<file path="src/qts_pkg.sv">
// Shared types, codes and the escape decode for the quoted token splitter.
// Depends on nothing; every other file imports it.
package qts_pkg;

  localparam logic       KIND_CHAR = 1'b0;
  localparam logic       KIND_END  = 1'b1;

  localparam logic [1:0] ERR_NONE     = 2'd0;
  localparam logic [1:0] ERR_ESCAPE   = 2'd1;
  localparam logic [1:0] ERR_LINE_END = 2'd2;

  localparam logic [1:0] QUOTE_NONE   = 2'd0;
  localparam logic [1:0] QUOTE_SINGLE = 2'd1;
  localparam logic [1:0] QUOTE_DOUBLE = 2'd2;

  localparam logic [7:0] CH_SPACE  = 8'h20;
  localparam logic [7:0] CH_WS_LO  = 8'h09;
  localparam logic [7:0] CH_WS_HI  = 8'h0D;
  localparam logic [7:0] CH_SQUOTE = 8'h27;
  localparam logic [7:0] CH_DQUOTE = 8'h22;
  localparam logic [7:0] CH_BSLASH = 8'h5C;
  localparam logic [7:0] CH_N      = 8'h6E;
  localparam logic [7:0] CH_T      = 8'h74;
  localparam logic [7:0] CH_R      = 8'h72;
  localparam logic [7:0] CH_A      = 8'h61;
  localparam logic [7:0] CH_B      = 8'h62;
  localparam logic [7:0] CH_F      = 8'h66;
  localparam logic [7:0] CH_V      = 8'h76;

  typedef struct packed {
    logic [7:0] char_in;
    logic       line_end;
  } qts_in_t;

  typedef struct packed {
    logic        kind;
    logic [7:0]  char_out;
    logic        run_last;
    logic [1:0]  error_code;
    logic [15:0] error_index;
    logic [7:0]  error_char;
  } qts_out_t;

  // Results of one byte: count, then up to two result beats in order.
  typedef struct packed {
    logic [1:0] n;
    qts_out_t   r0;
    qts_out_t   r1;
  } qts_pair_t;

  // Core status, watched by the top level.
  typedef struct packed {
    logic       in_token;
    logic [1:0] quote_mode;
    logic       escape_pending;
    logic [1:0] error_code;
  } qts_stat_t;

  // Bit 8 set when the escape letter is supported; low byte is the mapped char.
  function automatic logic [8:0] qts_escape(input logic [7:0] c);
    logic [8:0] r;
    r = {1'b0, c};
    case (c)
      CH_N:      r = {1'b1, 8'h0A};
      CH_T:      r = {1'b1, 8'h09};
      CH_R:      r = {1'b1, 8'h0D};
      CH_A:      r = {1'b1, 8'h07};
      CH_B:      r = {1'b1, 8'h08};
      CH_F:      r = {1'b1, 8'h0C};
      CH_V:      r = {1'b1, 8'h0B};
      CH_DQUOTE: r = {1'b1, CH_DQUOTE};
      CH_BSLASH: r = {1'b1, CH_BSLASH};
      CH_SQUOTE: r = {1'b1, CH_SQUOTE};
      default:   r = {1'b0, c};
    endcase
    return r;
  endfunction

endpackage

</file>
<file path="src/qts_core.sv">
// Tokenizer state and the per-byte decode that yields up to two result beats.
// Depends on qts_pkg.
module qts_core import qts_pkg::*; #(
  parameter longint unsigned MAX_LINE_BYTES = 65536
) (
  input  logic      clk,
  input  logic      rst,
  input  logic      advance,
  input  qts_in_t   beat,
  output qts_pair_t pair,
  output qts_stat_t stat
);

  localparam int unsigned POS_W = $clog2(MAX_LINE_BYTES);
  localparam logic [POS_W-1:0] POS_MAX = POS_W'(MAX_LINE_BYTES - 1);

  logic             in_token,  in_token_next;
  logic [1:0]       quote_mode, quote_mode_next;
  logic             escape_pending, escape_pending_next;
  logic [POS_W-1:0] byte_position, byte_position_next;
  logic [1:0]       err_code, err_code_next;
  logic [15:0]      err_index, err_index_next;
  logic [7:0]       err_char, err_char_next;

  logic [POS_W-1:0] bs_pos;
  logic [POS_W+15:0] pos_ext, bs_ext;
  logic [8:0]       esc;
  logic [7:0]       c, q;
  logic             has0, kind0, has_end;
  logic [7:0]       char0;
  qts_out_t         r0, r1;

  always_comb begin
    c       = beat.char_in;
    esc     = qts_escape(c);
    bs_pos  = (byte_position == '0) ? POS_MAX : byte_position - POS_W'(1);
    pos_ext = {16'd0, byte_position};
    bs_ext  = {16'd0, bs_pos};
    q       = (quote_mode == QUOTE_SINGLE) ? CH_SQUOTE : CH_DQUOTE;

    in_token_next       = in_token;
    quote_mode_next     = quote_mode;
    escape_pending_next = escape_pending;
    err_code_next       = err_code;
    err_index_next      = err_index;
    err_char_next       = err_char;
    has0                = 1'b0;
    kind0               = KIND_CHAR;
    char0               = c;

    if (escape_pending) begin
      escape_pending_next = 1'b0;
      has0  = 1'b1;
      char0 = esc[7:0];
      if (!esc[8] && err_code == ERR_NONE) begin
        err_code_next  = ERR_ESCAPE;
        err_index_next = bs_ext[15:0];
        err_char_next  = c;
      end
    end else if (quote_mode != QUOTE_NONE) begin
      if (c == q) begin
        quote_mode_next = QUOTE_NONE;
      end else if (c == CH_BSLASH) begin
        escape_pending_next = 1'b1;
      end else begin
        has0 = 1'b1;
      end
    end else if (c == CH_SPACE || (c >= CH_WS_LO && c <= CH_WS_HI)) begin
      if (in_token) begin
        has0  = 1'b1;
        kind0 = KIND_END;
        char0 = 8'd0;
      end
      in_token_next = 1'b0;
    end else if (c == CH_SQUOTE || c == CH_DQUOTE) begin
      in_token_next   = 1'b1;
      quote_mode_next = (c == CH_SQUOTE) ? QUOTE_SINGLE : QUOTE_DOUBLE;
    end else begin
      in_token_next = 1'b1;
      has0          = 1'b1;
    end

    // Backslash as the last byte inside quotes.
    if (beat.line_end && escape_pending_next && err_code_next == ERR_NONE) begin
      err_code_next  = ERR_LINE_END;
      err_index_next = pos_ext[15:0];
      err_char_next  = 8'd0;
    end
    has_end = beat.line_end && in_token_next;

    byte_position_next = (byte_position == POS_MAX) ? '0 : byte_position + POS_W'(1);

    r1.kind        = KIND_END;
    r1.char_out    = 8'd0;
    r1.run_last    = 1'b1;
    r1.error_code  = err_code_next;
    r1.error_index = err_index_next;
    r1.error_char  = err_char_next;

    r0             = r1;
    if (has0) begin
      r0.kind     = kind0;
      r0.char_out = char0;
      r0.run_last = !has_end;
    end

    pair.n  = {1'b0, has0} + {1'b0, has_end};
    pair.r0 = r0;
    pair.r1 = r1;
  end

  always_ff @(posedge clk) begin
    if (rst || (advance && beat.line_end)) begin
      in_token       <= 1'b0;
      quote_mode     <= QUOTE_NONE;
      escape_pending <= 1'b0;
      byte_position  <= '0;
      err_code       <= ERR_NONE;
      err_index      <= 16'd0;
      err_char       <= 8'd0;
    end else if (advance) begin
      in_token       <= in_token_next;
      quote_mode     <= quote_mode_next;
      escape_pending <= escape_pending_next;
      byte_position  <= byte_position_next;
      err_code       <= err_code_next;
      err_index      <= err_index_next;
      err_char       <= err_char_next;
    end
  end

  assign stat.in_token       = in_token;
  assign stat.quote_mode     = quote_mode;
  assign stat.escape_pending = escape_pending;
  assign stat.error_code     = err_code;

endmodule

</file>
<file path="src/qts_outbuf.sv">
// Two-entry result register: loads a byte's result pair, drains one beat a cycle unless stalled.
// Depends on qts_pkg.
module qts_outbuf import qts_pkg::*; (
  input  logic      clk,
  input  logic      rst,
  input  logic      load,
  input  qts_pair_t pair,
  output logic      ready,
  output logic      valid,
  input  logic      stall,
  output qts_out_t  head
);

  logic [1:0] cnt;
  qts_out_t   e0, e1;
  logic       take;

  assign take  = valid && !stall;
  assign valid = (cnt != 2'd0);
  assign ready = (cnt == 2'd0) || (cnt == 2'd1 && take);
  assign head  = e0;

  always_ff @(posedge clk) begin
    if (rst) begin
      cnt <= 2'd0;
    end else if (load) begin
      cnt <= pair.n;
    end else if (take) begin
      cnt <= cnt - 2'd1;
    end
  end

  // Shift the second beat forward when the head is taken.
  always_ff @(posedge clk) begin
    if (load) begin
      e0 <= pair.r0;
      e1 <= pair.r1;
    end else if (take) begin
      e0 <= e1;
    end
  end

endmodule

</file>
<file path="src/quoted_token_splitter_top.sv">
// Top level of the quoted token splitter: input register, tokenizer core, result buffer.
// Depends on qts_pkg, qts_core and qts_outbuf.
//
// Usage:
//   Byte channel (byte_valid, byte_stall, byte_beat): one raw byte of a command line
//   per beat, line_end set on the final byte of the line. A beat is taken at an edge
//   with byte_valid high and byte_stall low.
//   Token channel (tok_valid, tok_stall, tok_beat): token characters (kind 0) and
//   end-of-token marks (kind 1), each with the first error of the line so far.
//   run_last flags the last beat produced by one input byte; a byte may produce
//   zero, one or two beats.
//   Path: a taken byte is held in the input register and decoded there by the core;
//   its result pair is loaded into the result register, whose head drives tok_beat.
//   Throughput: one byte per cycle while each byte yields at most one beat and tok_stall
//   is low; after a byte that yields a character and an end mark, the next byte waits
//   until its second beat is taken; the two-entry register drains one beat per unstalled cycle.
//   Stall: while tok_stall is high the head beat holds; byte_stall rises once the
//   input register is full and the result register cannot take the next pair.
//   Reset: rst (synchronous) clears the tokenizer state and empties both registers.
//   All tokenizer state also clears after the byte that carries line_end.
module quoted_token_splitter_top import qts_pkg::*; #(
  parameter longint unsigned MAX_LINE_BYTES = 65536
) (
  input  logic     clk,
  input  logic     rst,
  input  logic     byte_valid,
  output logic     byte_stall,
  input  qts_in_t  byte_beat,
  output logic     tok_valid,
  input  logic     tok_stall,
  output qts_out_t tok_beat
);

  logic      in_full;
  qts_in_t   in_q;
  logic      ob_ready;
  logic      advance;
  logic      accept;
  qts_pair_t pair;
  qts_stat_t stat;

  // Advance the held byte whenever the result register can take its pair.
  assign advance    = in_full && ob_ready;
  assign byte_stall = in_full && !ob_ready;
  assign accept     = byte_valid && !byte_stall;

  always_ff @(posedge clk) begin
    if (rst) begin
      in_full <= 1'b0;
    end else if (accept) begin
      in_full <= 1'b1;
    end else if (advance) begin
      in_full <= 1'b0;
    end
  end

  always_ff @(posedge clk) begin
    if (accept) begin
      in_q <= byte_beat;
    end
  end

  qts_core #(
    .MAX_LINE_BYTES(MAX_LINE_BYTES)
  ) u_core (
    .clk    (clk),
    .rst    (rst),
    .advance(advance),
    .beat   (in_q),
    .pair   (pair),
    .stat   (stat)
  );

  qts_outbuf u_outbuf (
    .clk  (clk),
    .rst  (rst),
    .load (advance),
    .pair (pair),
    .ready(ob_ready),
    .valid(tok_valid),
    .stall(tok_stall),
    .head (tok_beat)
  );

  // Line end leaves the tokenizer cleared.
  a_line_end_clears: assert property (@(posedge clk) disable iff (rst)
    (advance && in_q.line_end) |=> (!stat.in_token && stat.quote_mode == QUOTE_NONE &&
                                    !stat.escape_pending && stat.error_code == ERR_NONE))
    else $error("tokenizer state not cleared after line end");

  // An escape can only be pending inside quotes.
  a_escape_in_quotes: assert property (@(posedge clk) disable iff (rst)
    stat.escape_pending |-> stat.quote_mode != QUOTE_NONE)
    else $error("escape pending outside quotes");

  // The first error of a line sticks until the line ends.
  a_error_sticky: assert property (@(posedge clk) disable iff (rst)
    (stat.error_code != ERR_NONE && !(advance && in_q.line_end))
      |=> stat.error_code == $past(stat.error_code))
    else $error("first error overwritten within a line");

  // A held byte is never overwritten before it advances.
  a_input_hold: assert property (@(posedge clk) disable iff (rst)
    (in_full && !advance) |=> (in_full && $stable(in_q)))
    else $error("input register lost a byte");

endmodule
</file>
<file path="config.mk">
export PLATFORM = sky130hd
export DESIGN_NAME = quoted_token_splitter_top
export DESIGN_NICKNAME = d
export VERILOG_FILES = /design/src/qts_pkg.sv /design/src/qts_core.sv /design/src/qts_outbuf.sv /design/src/quoted_token_splitter_top.sv
export SDC_FILE = /design/constraint.sdc
export NUM_CORES = 1
export LEC_CHECK = 0
export ABC_CLOCK_PERIOD_IN_PS = 3900
export BUFFER_PORTS_ARGS = -buffer_cell sky130_fd_sc_hd__buf_2
export CORE_MARGIN = 5
export CORE_UTILIZATION = 30
export CTS_CLUSTER_SIZE = 8
export DETAILED_ROUTE_END_ITERATION = 10
export GPL_TIMING_DRIVEN = 1
export PLACE_DENSITY_LB_ADDON = 0.08
export REMOVE_ABC_BUFFERS = 1
export SKIP_CTS_REPAIR_TIMING = 1
export SLEW_MARGIN = 20
export SYNTH_ARGS = -nofsm -noshare
export SYNTH_HDL_FRONTEND = slang
export SYNTH_SLANG_ARGS = --single-unit
export TNS_END_PERCENT = 5
</file>
<file path="constraint.sdc">
create_clock -name clk -period 3.9 [get_ports clk]
set_input_delay 0.195 -clock clk [delete_from_list [all_inputs] [get_ports clk]]
set_output_delay 0.195 -clock clk [all_outputs]
set_load 0.02 [all_outputs]
</file>
After elaboration in Yosys (flattened, before gate mapping)
Cells that the tools add are included.
{"block": "totals", "regBits": 120, "latch_bits": 0, "ramBits": 0, "mem_bits_ro": 0, "input_bits": 13, "wordCells": 120, "n_memories": 0}
{"block": "op_classes", "add_sub_neg": 4, "n_mul": 0, "div_mod_pow": 0, "n_lt_le_gt_ge": 2, "n_eq_ne": 17, "shift": 0, "mux": 46, "n_bitwise": 1, "n_reduce_logical": 30}
{"op": "9-bit one-hot mux with 10 select lines", "count": 1}
{"op": "16-bit two-way mux", "count": 5}
{"op": "36-bit two-way mux", "count": 2}
{"op": "8-bit by 7-bit == test with 1-bit output (second input constant)", "count": 8}
{"op": "8-bit two-way mux", "count": 7}
{"op": "8-bit by 6-bit == test with 1-bit output (second input constant)", "count": 3}
{"op": "2-bit two-way mux", "count": 10}
{"op": "1-bit two-way mux", "count": 19}
{"op": "16-bit by 1-bit adder with 16-bit output (second input constant)", "count": 1}
{"op": "16-bit == test (second input constant)", "count": 1}
{"op": "16-bit logical NOT", "count": 1}
{"op": "16-bit by 1-bit subtractor with 16-bit output (second input constant)", "count": 1}
{"op": "1-bit logical AND", "count": 11}
{"op": "10-bit two-way mux", "count": 1}
{"op": "2-bit nonzero test", "count": 5}
{"op": "8-bit == test", "count": 1}
{"op": "8-bit by 4-bit >= comparator with 1-bit output (second input constant)", "count": 1}
{"op": "8-bit by 4-bit less-or-equal comparator with 1-bit output (second input constant)", "count": 1}
{"op": "2-bit logical NOT", "count": 3}
{"op": "1-bit logical NOT", "count": 5}
{"op": "5-bit AND reduction", "count": 1}
{"op": "2-bit by 1-bit == test with 1-bit output (second input constant)", "count": 2}
{"op": "1-bit logical OR", "count": 4}
{"op": "3-bit two-way mux", "count": 1}
{"op": "5 further kinds", "count": 5}

Longest topological paths before layout
{"block": "depth", "depth_word": 10, "ltp_mapped": 11, "mapped_depth_nobuf": 9}

Hierarchy
A second synthesis with hierarchy kept.
{"block": "hier_totals", "cells_unflattened": 648, "hier_area_um2": 6723.9}
{"module": "qts_core", "n_inst": 1, "cells_per_inst": 502, "area_each_um2": 3657.3}
{"module": "qts_outbuf", "n_inst": 1, "cells_per_inst": 132, "area_each_um2": 2740.1}
{"module": "quoted_token_splitter_top", "n_inst": 1, "cells_per_inst": 14, "area_each_um2": 326.6}

Least setup slack after synthesis
OpenSTA, ideal clock, no wires.
{"block": "synth_timing", "path_kind": "flip-flop to flip-flop", "startpoint": "reg u_outbuf.cnt[0]", "endpoint": "reg u_outbuf.e0, in the netlist u_outbuf.head[0] (enable)", "setup_time_ns": 0.479, "arrival_ns": 3.201, "required_ns": 3.421, "slack_ns": 0.219, "stages_incl_launch_ff": 4, "n_path_buf": 0, "path_cell_list": "dfxtp_1 -> inv_1 -> ha_1 -> o21ai_0"}
{"block": "synth_via", "elab_chain_len": 6}
{"item": "start, declared", "line_no": "qts_outbuf.sv:14", "rtl": "logic [1:0] cnt;"}
{"item": "start signal, assigned", "line_no": "qts_outbuf.sv:27", "rtl": "cnt <= pair.n;"}
{"item": "start signal, assigned", "line_no": "qts_outbuf.sv:29", "rtl": "cnt <= cnt - 2'd1;"}
{"item": "2-bit nonzero test", "line_no": "qts_outbuf.sv:19", "rtl": "assign valid = (cnt != 2'd0);"}
{"item": "1-bit logical AND", "line_no": "qts_outbuf.sv:18", "rtl": "assign take = valid && !stall;"}
{"item": "1-bit logical AND", "line_no": "qts_outbuf.sv:20", "rtl": "assign ready = (cnt == 2'd0) || (cnt == 2'd1 && take);"}
{"item": "1-bit logical OR", "line_no": "qts_outbuf.sv:20"}
{"item": "1-bit logical AND", "line_no": "quoted_token_splitter_top.sv:43", "rtl": "assign advance = in_full && ob_ready;"}
{"item": "2-bit nonzero test (no line) (*)"}
{"item": "end signal, assigned", "line_no": "qts_outbuf.sv:36", "rtl": "e0 <= pair.r0;"}
{"item": "end, declared", "line_no": "qts_outbuf.sv:15", "rtl": "qts_out_t e0, e1;"}
Mark *: on every way between the ends. The rest lies on a longest branch, timed or not.
A chain may end at the register's enable or synchronous reset.

Final worst setup path
{"block": "layout_timing", "startpoint": "reg in_q[4] (netlist bit)", "endpoint": "reg u_outbuf.e0, in the netlist u_outbuf.head[18] (data pin)"}
{"block": "layout_via", "elab_chain_len": 10}
{"item": "start, declared", "line_no": "quoted_token_splitter_top.sv:35", "rtl": "qts_in_t in_q;"}
{"item": "start signal, assigned", "line_no": "quoted_token_splitter_top.sv:59", "rtl": "in_q <= byte_beat;"}
{"item": "8-bit by 6-bit == test with 1-bit output (tied with other cells)", "line_no": "qts_pkg.sv:63", "rtl": "case (c)"}
{"item": "9-bit one-hot mux with 10 select lines", "line_no": "qts_pkg.sv:63"}
{"item": "1-bit logical NOT", "line_no": "qts_core.sv:55", "rtl": "if (!esc[8] && err_code == ERR_NONE) begin"}
{"item": "1-bit logical AND", "line_no": "qts_core.sv:55"}
{"item": "2-bit two-way mux", "line_no": "qts_core.sv:55"}
{"item": "2-bit two-way mux", "line_no": "qts_core.sv:51", "rtl": "if (escape_pending) begin"}
{"item": "2-bit logical NOT", "line_no": "qts_core.sv:84", "rtl": "if (beat.line_end && escape_pending_next && err_code_next == ERR_NONE) begin"}
{"item": "1-bit logical AND", "line_no": "qts_core.sv:84"}
{"item": "16-bit two-way mux (*)", "line_no": "qts_core.sv:84"}
{"item": "36-bit two-way mux (*)", "line_no": "qts_outbuf.sv:35", "rtl": "if (load) begin"}
Marks and branches as above.

==> flow_summary.ini <==
[status]
outcome = complete, no violations

[synthesis]
ys_seq_area_frac = 0.5308
yosysWarnings = 0
postSynthCellCount = 596
synthDistinctLibCells = 75
ys_ff_latch = 120
synth-edff-count = 71
synth.avg_cell_area_um2 = 9.840
ys.flop_type = edfxtp_1
syn_area_um2 = 5864
async_flop_share = 0

[critical_path]
cp_max_fo = 26
r2r_cells = 7
rrSetupSlack_ns = 0.76
worstSetupEndpointType = flip-flop
regToRegStartpoint = in_q[4]
crit_required_ns = 4.15
path_class = reg -> reg
critPathArrivalTime_ns = 3.39
r2r-end = u_outbuf.head[18]
start_kind = flip-flop

[global_route]
antenna_found_initial = 0
grt-ovfl-total = 0
grt_pass1_vias = 4392
grt_use_total = 0.1381
grt_max_degree = 71
grt_pass1_wl_um = 24370

[sta]
clock_skew_ns = 0.01357
slew-limit-headroom = 0.4491
setup_ws_ns = 0.7558
fin_tns_setup_ns = 0
max_freq_mhz = 318.0
drv_slew = 0
rsz0062_at_grt = no
worstMarginPinSlew_ns = 0.8263
finalSetupViolations = 0
hold_viol_final = 0
layout_min_cycle_time_ns = 3.144
period_share = 0.8062

[floorplanning]
core_um2 = 19330
die_y_um = 149.8
dieArea_um2 = 22440
pin_count = 51
num_rows = 51
die_w_um = 149.8
start_util = 0.3033

[detailed_routing]
wire_per_inst_um = 16.36
drc = 0
drtIter0Drc = 396
viasPerCell = 4.921
routed_wl_um = 15010
vias = 4513
ant_nets = 0
firstDrtPassIters = 5

[cells_and_area]
fin_util = 0.3683
drive_above_1_share = 0.1902
area_growth_syn_to_layout_pct = 21.44
final_cells = 917
postLayoutCellArea_um2 = 7122
num_antenna_cells = 0
finalNetCount = 657

[clock_tree]
cts.sinks = 120
cts.path.max_buffers = 2
numCtsBuffers = 17
clkTransAtPathRegs_ns = 0.06
cts_tree = done
htreeDepth = 4
insertion_delay_ns = 0.42
cts_root_buffer = clkbuf_16

[hold_path]
hold_depth = 3
min_path_type = in -> reg
holdPathEnd = in_full
min_from = byte_valid

[placed_design]
gp_congestion = 0.8800
hpwl_um = 10090
pre_cts_ws_ns = 0.7705
place_area_um2 = 6322
io_buffers = 50
dp_cells = 875

[power_and_ir_drop]
p_clk_frac = 0.453
p_sw_frac = 0.2623
pwr-share-seq = 0.389
p_sw_uw = 1084
power.internal_uw = 3048
vdd_drop_max_mv = 0.2994
leakage_uw = 0.002662
power.density_nw_per_um2 = 580.2
power_frac_comb = 0.158

[job]
drv_cap = 0
==> how the worst max path moves through the flow <==
stage / endpoint / startpoint / cells past startpoint
detailed placement: u_outbuf.head[18] / in_q[4] / 7
global route: u_outbuf.head[12] / in_q[4] / 7
floorplan: u_outbuf.head[0] / u_outbuf.cnt[0] / 5
finish: u_outbuf.head[18] / in_q[4] / 7
global placement: u_outbuf.head[18] / in_q[4] / 7
CTS: u_outbuf.head[18] / in_q[4] / 7
==> cell families (layout without fill, tap and decap cells) <==
family / after synthesis / in the layout / share of synthesized area
DFF: 120 / 120 / 0.5308
xor gates and xnor gates: 21 / 21 / 0.03136
buffers and inverters: 60 / 116 / 0.04630
and+or+nand+nor: 245 / 245 / 0.2074
AOI/OAI and AO/OA: 136 / 136 / 0.1564
muxes: 9 / 9 / 0.01707
adders and majority gates: 5 / 5 / 0.01067
==> power groups by stage <==
stage,sequential [uW],clock [uW],combinational (uW)
finish,1610,1870,653
global placement,1630,0,659
global route,1620,1970,724
CTS,1610,1910,667
detailed placement,1630,0,665
floorplan,1750,0,304
==> cell type report <==
class                           count  area (um2)
Fill cell                        1952       12210
Sequential cell                   120        3113
Tap cell                          265       331.6
Multi-Input combinational cell    416        2491
Clock inverter                     12       242.7
Clock buffer                       20       456.7
Timing Repair Buffer               69       430.4
Inverter                           15       56.30
==> routing by layer <==
layer	share of wire	GRT usage	vias up	routed length, um
met5	0	0	-	0
met4	0.0097	0.04300	0	145
met3	0.047	0.03604	11	709
met2	0.43	0.1980	126	6442
met1	0.51	0.2026	2134	7709
li1	-	-	2242	-
==> cells in the final DEF (no fill, tap or decap), types with 9 or more instances in the layout <==
cell and n:
a21oi_1 34, a22oi_1 10, buf_2 50, clkbuf_16 17
dfxtp_1 49, dlygate4sd3_1 10, edfxtp_1 71, inv_1 13
nand2_1 57, nand3_1 20, nand4_1 10, nor2_1 83
nor3_1 15, o21ai_0 15, o21ai_1 18, xnor2_1 12
xor2_1 9
==> registers in the layout, summed over array words and instances, names as in the netlist <==
signal and count:
u_core.escape_pending 1, u_core.byte_position 16, u_outbuf.e1 26, u_core.err_char 8
in_q 9, u_core.err_index 16, u_core.in_token 1, u_outbuf.head 36
u_core.err_code 2, u_core.quote_mode 2, u_outbuf.cnt 2, in_full 1
==> stage by stage <==
step	hold slack, ns	total power [uW]
after detailed placement	0.3731	2297
after floorplan	0.2641	2053
after global routing	0.002622	4317
after global placement	0.3727	2288
after CTS	-0.06237	4185
final	0.0009972	4132
==> cell usage after synthesis (9+ instances only) <==
cell      instances  area share
dfxtp_1          49        0.17
edfxtp_1         71        0.36
nor3_1           15       0.013
o21ai_1          18       0.015
nand4_1          10       0.011
o21ai_0          16       0.014
a21oi_1          34       0.029
xnor2_1          12       0.018
nor2_1           83       0.053
buf_2            10      0.0085
clkbuf_1         27       0.017
a22oi_1          10       0.013
xor2_1            9       0.013
nand3_1          20       0.017
nand2_1          57       0.036
inv_1            13      0.0083
==> worst max-delay path, stage by stage, from the launching register on <==
cell and delay [ns]:
edfxtp_1 0.62, or3b_4 0.46, or3_1 0.43, or3b_1 0.42, buf_4 0.25, o21ai_2 0.32
o221ai_1 0.25, a21boi_1 0.22
No activity file was read; power rests on OpenSTA's default activity.
